===== src/rtl/core/vswc_pkg.sv =====
// ----------------------------------------------------------------------------
// vswc_pkg
// Shared types and constants of the valve schedule window controller.
// ----------------------------------------------------------------------------
package vswc_pkg;

  localparam int NumValvesDef  = 8;
  localparam int QueueDepthDef = 16;
  localparam int TimeW         = 31;
  localparam int MaxScan       = 8;

  localparam logic [3:0] ValvesReset = 4'd8;

  localparam logic [1:0] CmdClear = 2'd0;
  localparam logic [1:0] CmdAdd   = 2'd1;
  localparam logic [1:0] CmdTick  = 2'd2;

  localparam logic [TimeW-1:0] TimeMax = {TimeW{1'b1}};

  typedef struct packed {
    logic             vol;
    logic [TimeW-1:0] dur;
    logic [TimeW-1:0] start;
  } win_t;

  typedef struct packed {
    logic        gt;
    logic [31:0] sum;
  } alu_res_t;

endpackage


===== src/rtl/core/vswc_alu.sv =====
// ----------------------------------------------------------------------------
// vswc_alu
// Shared adder and magnitude comparator used by the add-check, evaluate, sum, end and report steps.
// ----------------------------------------------------------------------------
module vswc_alu (
  input  logic [31:0]        a_i,
  input  logic [31:0]        b_i,
  output vswc_pkg::alu_res_t res_o
);
  import vswc_pkg::*;

  assign res_o.gt  = a_i > b_i;
  assign res_o.sum = a_i + b_i;

endmodule


===== config.mk =====
export PLATFORM = sky130hd
export DESIGN_NAME = vswc_alu
export DESIGN_NICKNAME = d
export VERILOG_FILES = /design/src/rtl/core/vswc_pkg.sv /design/src/rtl/core/vswc_alu.sv
export SDC_FILE = /design/constraint.sdc
export NUM_CORES = 1
export LEC_CHECK = 0
export CORE_UTILIZATION = 45
export DETAILED_ROUTE_END_ITERATION = 8
export DONT_BUFFER_PORTS = 1
export GPL_TIMING_DRIVEN = 0
export SLEW_MARGIN = 20
export SYNTH_ARGS = -nofsm -noshare
export SYNTH_HDL_FRONTEND = slang
export SYNTH_SLANG_ARGS = --single-unit

===== constraint.sdc =====
create_clock -name vclk -period 5.6
set_input_delay 0.84 -clock vclk [all_inputs]
set_output_delay 0.84 -clock vclk [all_outputs]
set_load 0.03 [all_outputs]

==> flow_metrics.py, run 1 <==
metrics = {
    "status": {
        "status": "completed",
    },
    "critical_path": {
        "crit_path_max_fanout": 5,
        "crit_family": "compound AO/OA/AOI/OAI gates",
        "worst_setup_path_start_kind": "input pin",
        "crit_required_ns": 4.76,
        "crit_chain": "ha_1, fa_1, nor2b_1, o21ai_1, a21oi_1, o31ai_2, nand2_1, o311ai_1",
        "slowest_stage": "o311ai_1",
        "path_class": "input pin to primary output",
        "cpPeakStageDelay_ns": 0.90,
        "endpoint": "res_o[26]",
        "critPathLaunch": "a_i[0]",
        "arrival_ns": 3.46,
        "path_buf_inv": 0,
        "crit_cells": 8,
        "worstSetupEndpointType": "primary output",
    },
    "global_route": {
        "use_met3_pct": 1.82,
        "busiest_layer": "met2",
        "grt_max_degree": 11,
        "met1_usage_pct": 31.7,
        "grt_util_met2_pct": 37.0,
        "antenna_found_initial": 0,
        "track_usage_pct": 22.1,
        "grt_pass1_wl_mm": 11.6,
        "overflow": 0,
        "grt_pass1_vias": 2557,
    },
    "placement": {
        "place_ws_ns": 1.31,
        "dp.cells": 473,
        "port_buffers": 0,
        "dp_hpwl_mm": 6.28,
        "placed_cell_area_mm2": 0.00285,
        "place_congestion": 0.903,
    },
    "floorplanning": {
        "dieWidth_um": 80.3,
        "start_util_pct": 46.6,
        "ioPinCount": 97,
        "core_area_mm2": 0.00592,
        "die_area_mm2": 0.00644,
        "die_h_um": 80.3,
        "num_rows": 28,
    },
    "pwr": {
        "p_per_area_mw_per_mm2": 142,
        "cell_internal_pwr_mw": 0.116,
        "swShare_pct": 71.3,
        "share_comb_of_total_power_pct": 100.0,
        "vdd_drop_max_mv": 0.0598,
        "switchingPower_mw": 0.288,
        "p_clk_share_pct": 0,
        "p_seq_share_pct": 0,
        "finalPower_mw": 0.404,
        "power_leakage_nw": 1.34,
    },
    "sta": {
        "rsz0062_at_grt": "no",
        "relSlewSlack_pct": 29.6,
        "worstMarginPinSlew_ns": 1.04,
        "min_period_ns": 4.30,
        "hold_violations": 0,
        "maxSlewViolCount": 0,
        "fin_hold_ws_ns": 1.92,
        "timing.setup.tns_ns": 0,
        "finalCritPeriodShare_pct": 76.8,
        "finalSetupViolations": 0,
        "setup_ws_ns": 1.30,
        "max_freq_mhz": 233,
    },
    "cells_and_area": {
        "clkbuf_count": 0,
        "final_nets": 528,
        "final_cells": 473,
        "drive_above_1_share_pct": 6.53,
        "final-seq-area_um2": 0,
        "seq_cells": 0,
        "finalInstanceArea_mm2": 0.00285,
        "fillers": 649,
        "syn2layout_area_growth_pct": 3.40,
        "diodes": 0,
        "post-route-util_pct": 48.1,
    },
    "clock_network": {
        "cts_hold_buf": 0,
        "cts_setup_buffers": 0,
        "cts_resized": 0,
    },
    "yosys": {
        "syn-num-nets": 526,
        "syn_inst": 398,
        "seq_area_frac_synth_pct": 0,
        "yosysUniqueCellTypes": 62,
        "syn_area_per_cell_um2": 6.93,
        "yosysWarnings": 0,
        "syn_area_mm2": 0.00276,
    },
    "route": {
        "drt_wl_total_mm": 7.34,
        "drtAntennaViolNets": 0,
        "dr.pass1.iters": 4,
        "vias": 2799,
        "via_per_inst": 5.92,
        "drt-initial-drc-count": 158,
        "wl_per_cell_um": 15.5,
        "drc_errors": 0,
    },
    "min_path": {
        "hold_path_class": "input pin to primary output",
        "hold_path.startpoint": "b_i[0]",
    },
    "job": {
        "cap_violations": 0,
    },
}
==> synthesized netlist by cell type (6+ instances only) <==
cell       n  share of area [%]
xnor2_1   23                7.3
o21ai_0    8                1.5
o31ai_1   12                3.3
nor2b_1   16                3.6
nand2_1   14                1.9
nand4_1    9                2.0
o21bai_1   6                1.6
buf_2      7                1.3
nor3_1     8                1.5
inv_2      6               0.82
a21oi_1   37                6.7
o211ai_1   7                1.9
nor2_1    45                6.1
ha_1      63                 29
nor4_1     6                1.4
a21o_1    11                3.0
nand3_1    8                1.5
inv_1     49                6.7
==> logic make-up (layout without fill, tap and decap cells) <==
| group | after synthesis | after routing | share of synthesized area (%) |
|---|---|---|---|
| compound gates | 120 | 120 | 31.0 |
| xor+xnor | 26 | 26 | 8.26 |
| fa+ha+maj | 64 | 64 | 29.3 |
| buf+inv | 67 | 67 | 9.71 |
| simple gates | 121 | 121 | 21.7 |
==> worst min-delay path by stage <==
stage / endpoint / slack (ns) / cells after the start
after global placement: res_o[0] / 1.92 / 2
after CTS: res_o[0] / 1.92 / 2
after detailed placement: res_o[0] / 1.92 / 2
after global routing: res_o[0] / 1.95 / 2
final: res_o[0] / 1.92 / 2
after floorplan: res_o[0] / 1.90 / 2
==> layout make-up <==
type / instances / area (µm²) / area share [%]
inverters: 55 / 206 / 7.24
multi-input cells: 331 / 2490 / 87.3
well taps: 75 / 93.8 / 3.29
plain buffers: 12 / 61.3 / 2.15
==> power groups by stage <==
stage                     sequential [mW]  clock [mW]  combinational [mW]
after floorplan                         0           0               0.341
after global placement                  0           0               0.398
after detailed placement                0           0               0.400
after CTS                               0           0               0.402
after global routing                    0           0               0.439
final                                   0           0               0.404
==> layout by cell type, fill, tap and decap left out, types with 2 or more instances in the layout <==
cell and instances:
a21o_1 11, xnor2_1 23, o41ai_1 2, o31ai_1 12, nor4_1 6, nor3_1 8, ha_1 63, a221o_1 2
nor2_1 45, xor2_1 3, buf_2 7, inv_2 6, a211oi_1 2, nand2b_1 4, or2_1 2, nand2_1 14
o211ai_1 7, buf_4 2, a41oi_1 2, clkbuf_1 2, o21ai_0 8, o21ai_1 3, nand3_1 8, a31oi_1 2
o21bai_1 6, or3_1 2, nor2b_1 16, inv_1 49, nand4_1 9, a21oi_1 37, a2111oi_0 3, o311ai_1 2
==> routing by layer <==
layer | vias up | part of all wire (%)
met5 | - | 0
li1 | 1411 | -
met1 | 1286 | 49
met4 | 0 | 0.37
met3 | 2 | 6.0
met2 | 100 | 44
Power figures use the tool's default switching activity.
==> run 2, diff against run 1 <==
Clock period 5.6 ns to 3.7 ns, I/O delays scaled along.
==> run 2 against run 1 <==
Compared with the run above: clock-buffer cell count is the same; combinational power grew 52%; largest cell class unchanged; sequential cell count is the same; global-route usage grew 0.071 points; sequential share of layout area is the same.
==> flow_metrics.py, run 2 (synthesis results as in run 1) <==
metrics = {
    "floorplanning": {
        "dieWidth_um": 80.3,
        "start_util_pct": 46.6,
        "ioPinCount": 97,
        "num_rows": 28,
        "die_h_um": 80.3,
        "die_area_mm2": 0.00644,
        "core_area_mm2": 0.00592,
    },
    "global_route": {
        "grt_max_degree": 11,
        "antenna_found_initial": 0,
        "track_usage_pct": 22.2,
        "grt_pass1_vias": 2570,
        "grt_pass1_wl_mm": 11.7,
        "overflow": 0,
    },
    "cells_and_area": {
        "diodes": 0,
        "post-route-util_pct": 48.3,
        "clkbuf_count": 0,
        "mostFrequentLayoutCells": "ha_1, inv_1, nor2_1, a21oi_1, xnor2_1",
        "final_cells": 473,
        "seq_cells": 0,
        "finalInstanceArea_mm2": 0.00286,
        "drive_above_1_share_pct": 6.78,
        "final-seq-area_um2": 0,
        "syn2layout_area_growth_pct": 3.68,
        "mostFrequentLayoutCell": "ha_1",
        "final_nets": 528,
    },
    "min_path": {
        "hold_path_class": "input pin to primary output",
        "hold_path.startpoint": "b_i[0]",
    },
    "critical_path": {
        "arrival_ns": 2.98,
        "slowest_stage": "xnor2_1",
        "worstSetupEndpointType": "primary output",
        "crit_path_max_fanout": 5,
        "cpPeakStageDelay_ns": 0.61,
        "cpMostUsedCell": "a21oi_1",
        "critPathLaunch": "a_i[0]",
        "endpoint": "res_o[30]",
        "crit_required_ns": 3.14,
        "crit_chain": "ha_1, fa_1, nor2b_1, o21ai_1, a21oi_1, o31ai_2, a21oi_1, xnor2_1",
        "worst_setup_path_start_kind": "input pin",
        "path_class": "input pin to primary output",
    },
    "placement": {
        "place_ws_ns": -0.0215,
        "port_buffers": 0,
        "dp.cells": 473,
        "dp_hpwl_mm": 6.28,
        "placed_cell_area_mm2": 0.00285,
        "place_congestion": 0.903,
    },
    "job": {
        "cap_violations": 0,
    },
    "route": {
        "drt-initial-drc-count": 150,
        "drc_errors": 0,
        "wl_per_cell_um": 15.5,
        "vias": 2785,
        "drtAntennaViolNets": 0,
        "drt_wl_total_mm": 7.34,
        "via_per_inst": 5.89,
        "dr.pass1.iters": 5,
    },
    "sta": {
        "maxSlewViolCount": 0,
        "setup_ws_ns": 0.166,
        "max_freq_mhz": 283,
        "relSlewSlack_pct": 48.3,
        "timing.setup.tns_ns": 0,
        "rsz0062_at_grt": "no",
        "worstMarginPinSlew_ns": 0.769,
        "hold_violations": 0,
        "finalCritPeriodShare_pct": 95.5,
        "finalSetupViolations": 0,
        "min_period_ns": 3.53,
    },
    "status": {
        "status": "completed",
    },
    "clock_network": {
        "cts_hold_buf": 0,
    },
    "pwr": {
        "power_leakage_nw": 1.34,
        "vdd_drop_max_mv": 0.0904,
        "p_per_area_mw_per_mm2": 215,
    },
}
[run 2: cell count changes in the layout (fill, tap and decap cells not counted)]
cell / previous run / this run
o311ai_2: 1 / 2
o311ai_1: 2 / 1
[run 2: timing repair]
| action | CTS | global route |
|---|---|---|
| setup endpoints to repair | 1 | 0 |
| setup buffers | 0 | 0 |
| resized for setup | 1 | 0 |
[run 2: critical path: cells and delay by family]
family / cells / cell delay (ns)
AOI/OAI and AO/OA: 4 / 1.04
adders and majority gates: 2 / 0.61
xor gates and xnor gates: 1 / 0.61
and+or+nand+nor: 1 / 0.17
[run 2: routing by layer]
| layer | GRT usage, % | wire [µm] | vias to the layer above |
|---|---|---|---|
| li1 | - | - | 1413 |
| met1 | 31.7 | 3560 | 1269 |
| met2 | 37.2 | 3260 | 99 |
| met3 | 1.82 | 488 | 4 |
| met4 | 1.61 | 30 | 0 |
| met5 | 0 | 0 | - |
[run 2: worst min-delay path by stage]
| stage | cells past startpoint | end |
|---|---|---|
| 6_report | 2 | res_o[0] |
| 3_3_place_gp | 2 | res_o[0] |
| 4_1_cts | 2 | res_o[0] |
| 5_1_grt | 2 | res_o[0] |
| 2_1_floorplan | 2 | res_o[0] |
| 3_5_place_dp | 2 | res_o[0] |
[run 2: power by group]
group | leakage, nW | switching [mW] | total, mW | internal (mW)
clock network | 0 | 0 | 0 | 0
logic | 1.34 | 0.437 | 0.613 | 0.177
registers | 0 | 0 | 0 | 0
[run 2: area by class of cell]
| cell class | count | area, µm² |
|---|---|---|
| plain buffers | 12 | 61.3 |
| fillers | 647 | 3060 |
| inverters | 55 | 206 |
| multi-input cells | 331 | 2500 |
| well taps | 75 | 93.8 |
[run 2: through the flow]
stage | power (mW) | hold slack (ns)
final | 0.613 | 1.35
after global routing | 0.667 | 1.38
after CTS | 0.611 | 1.35
after detailed placement | 0.606 | 1.35
after global placement | 0.602 | 1.35
after floorplan | 0.517 | 1.33
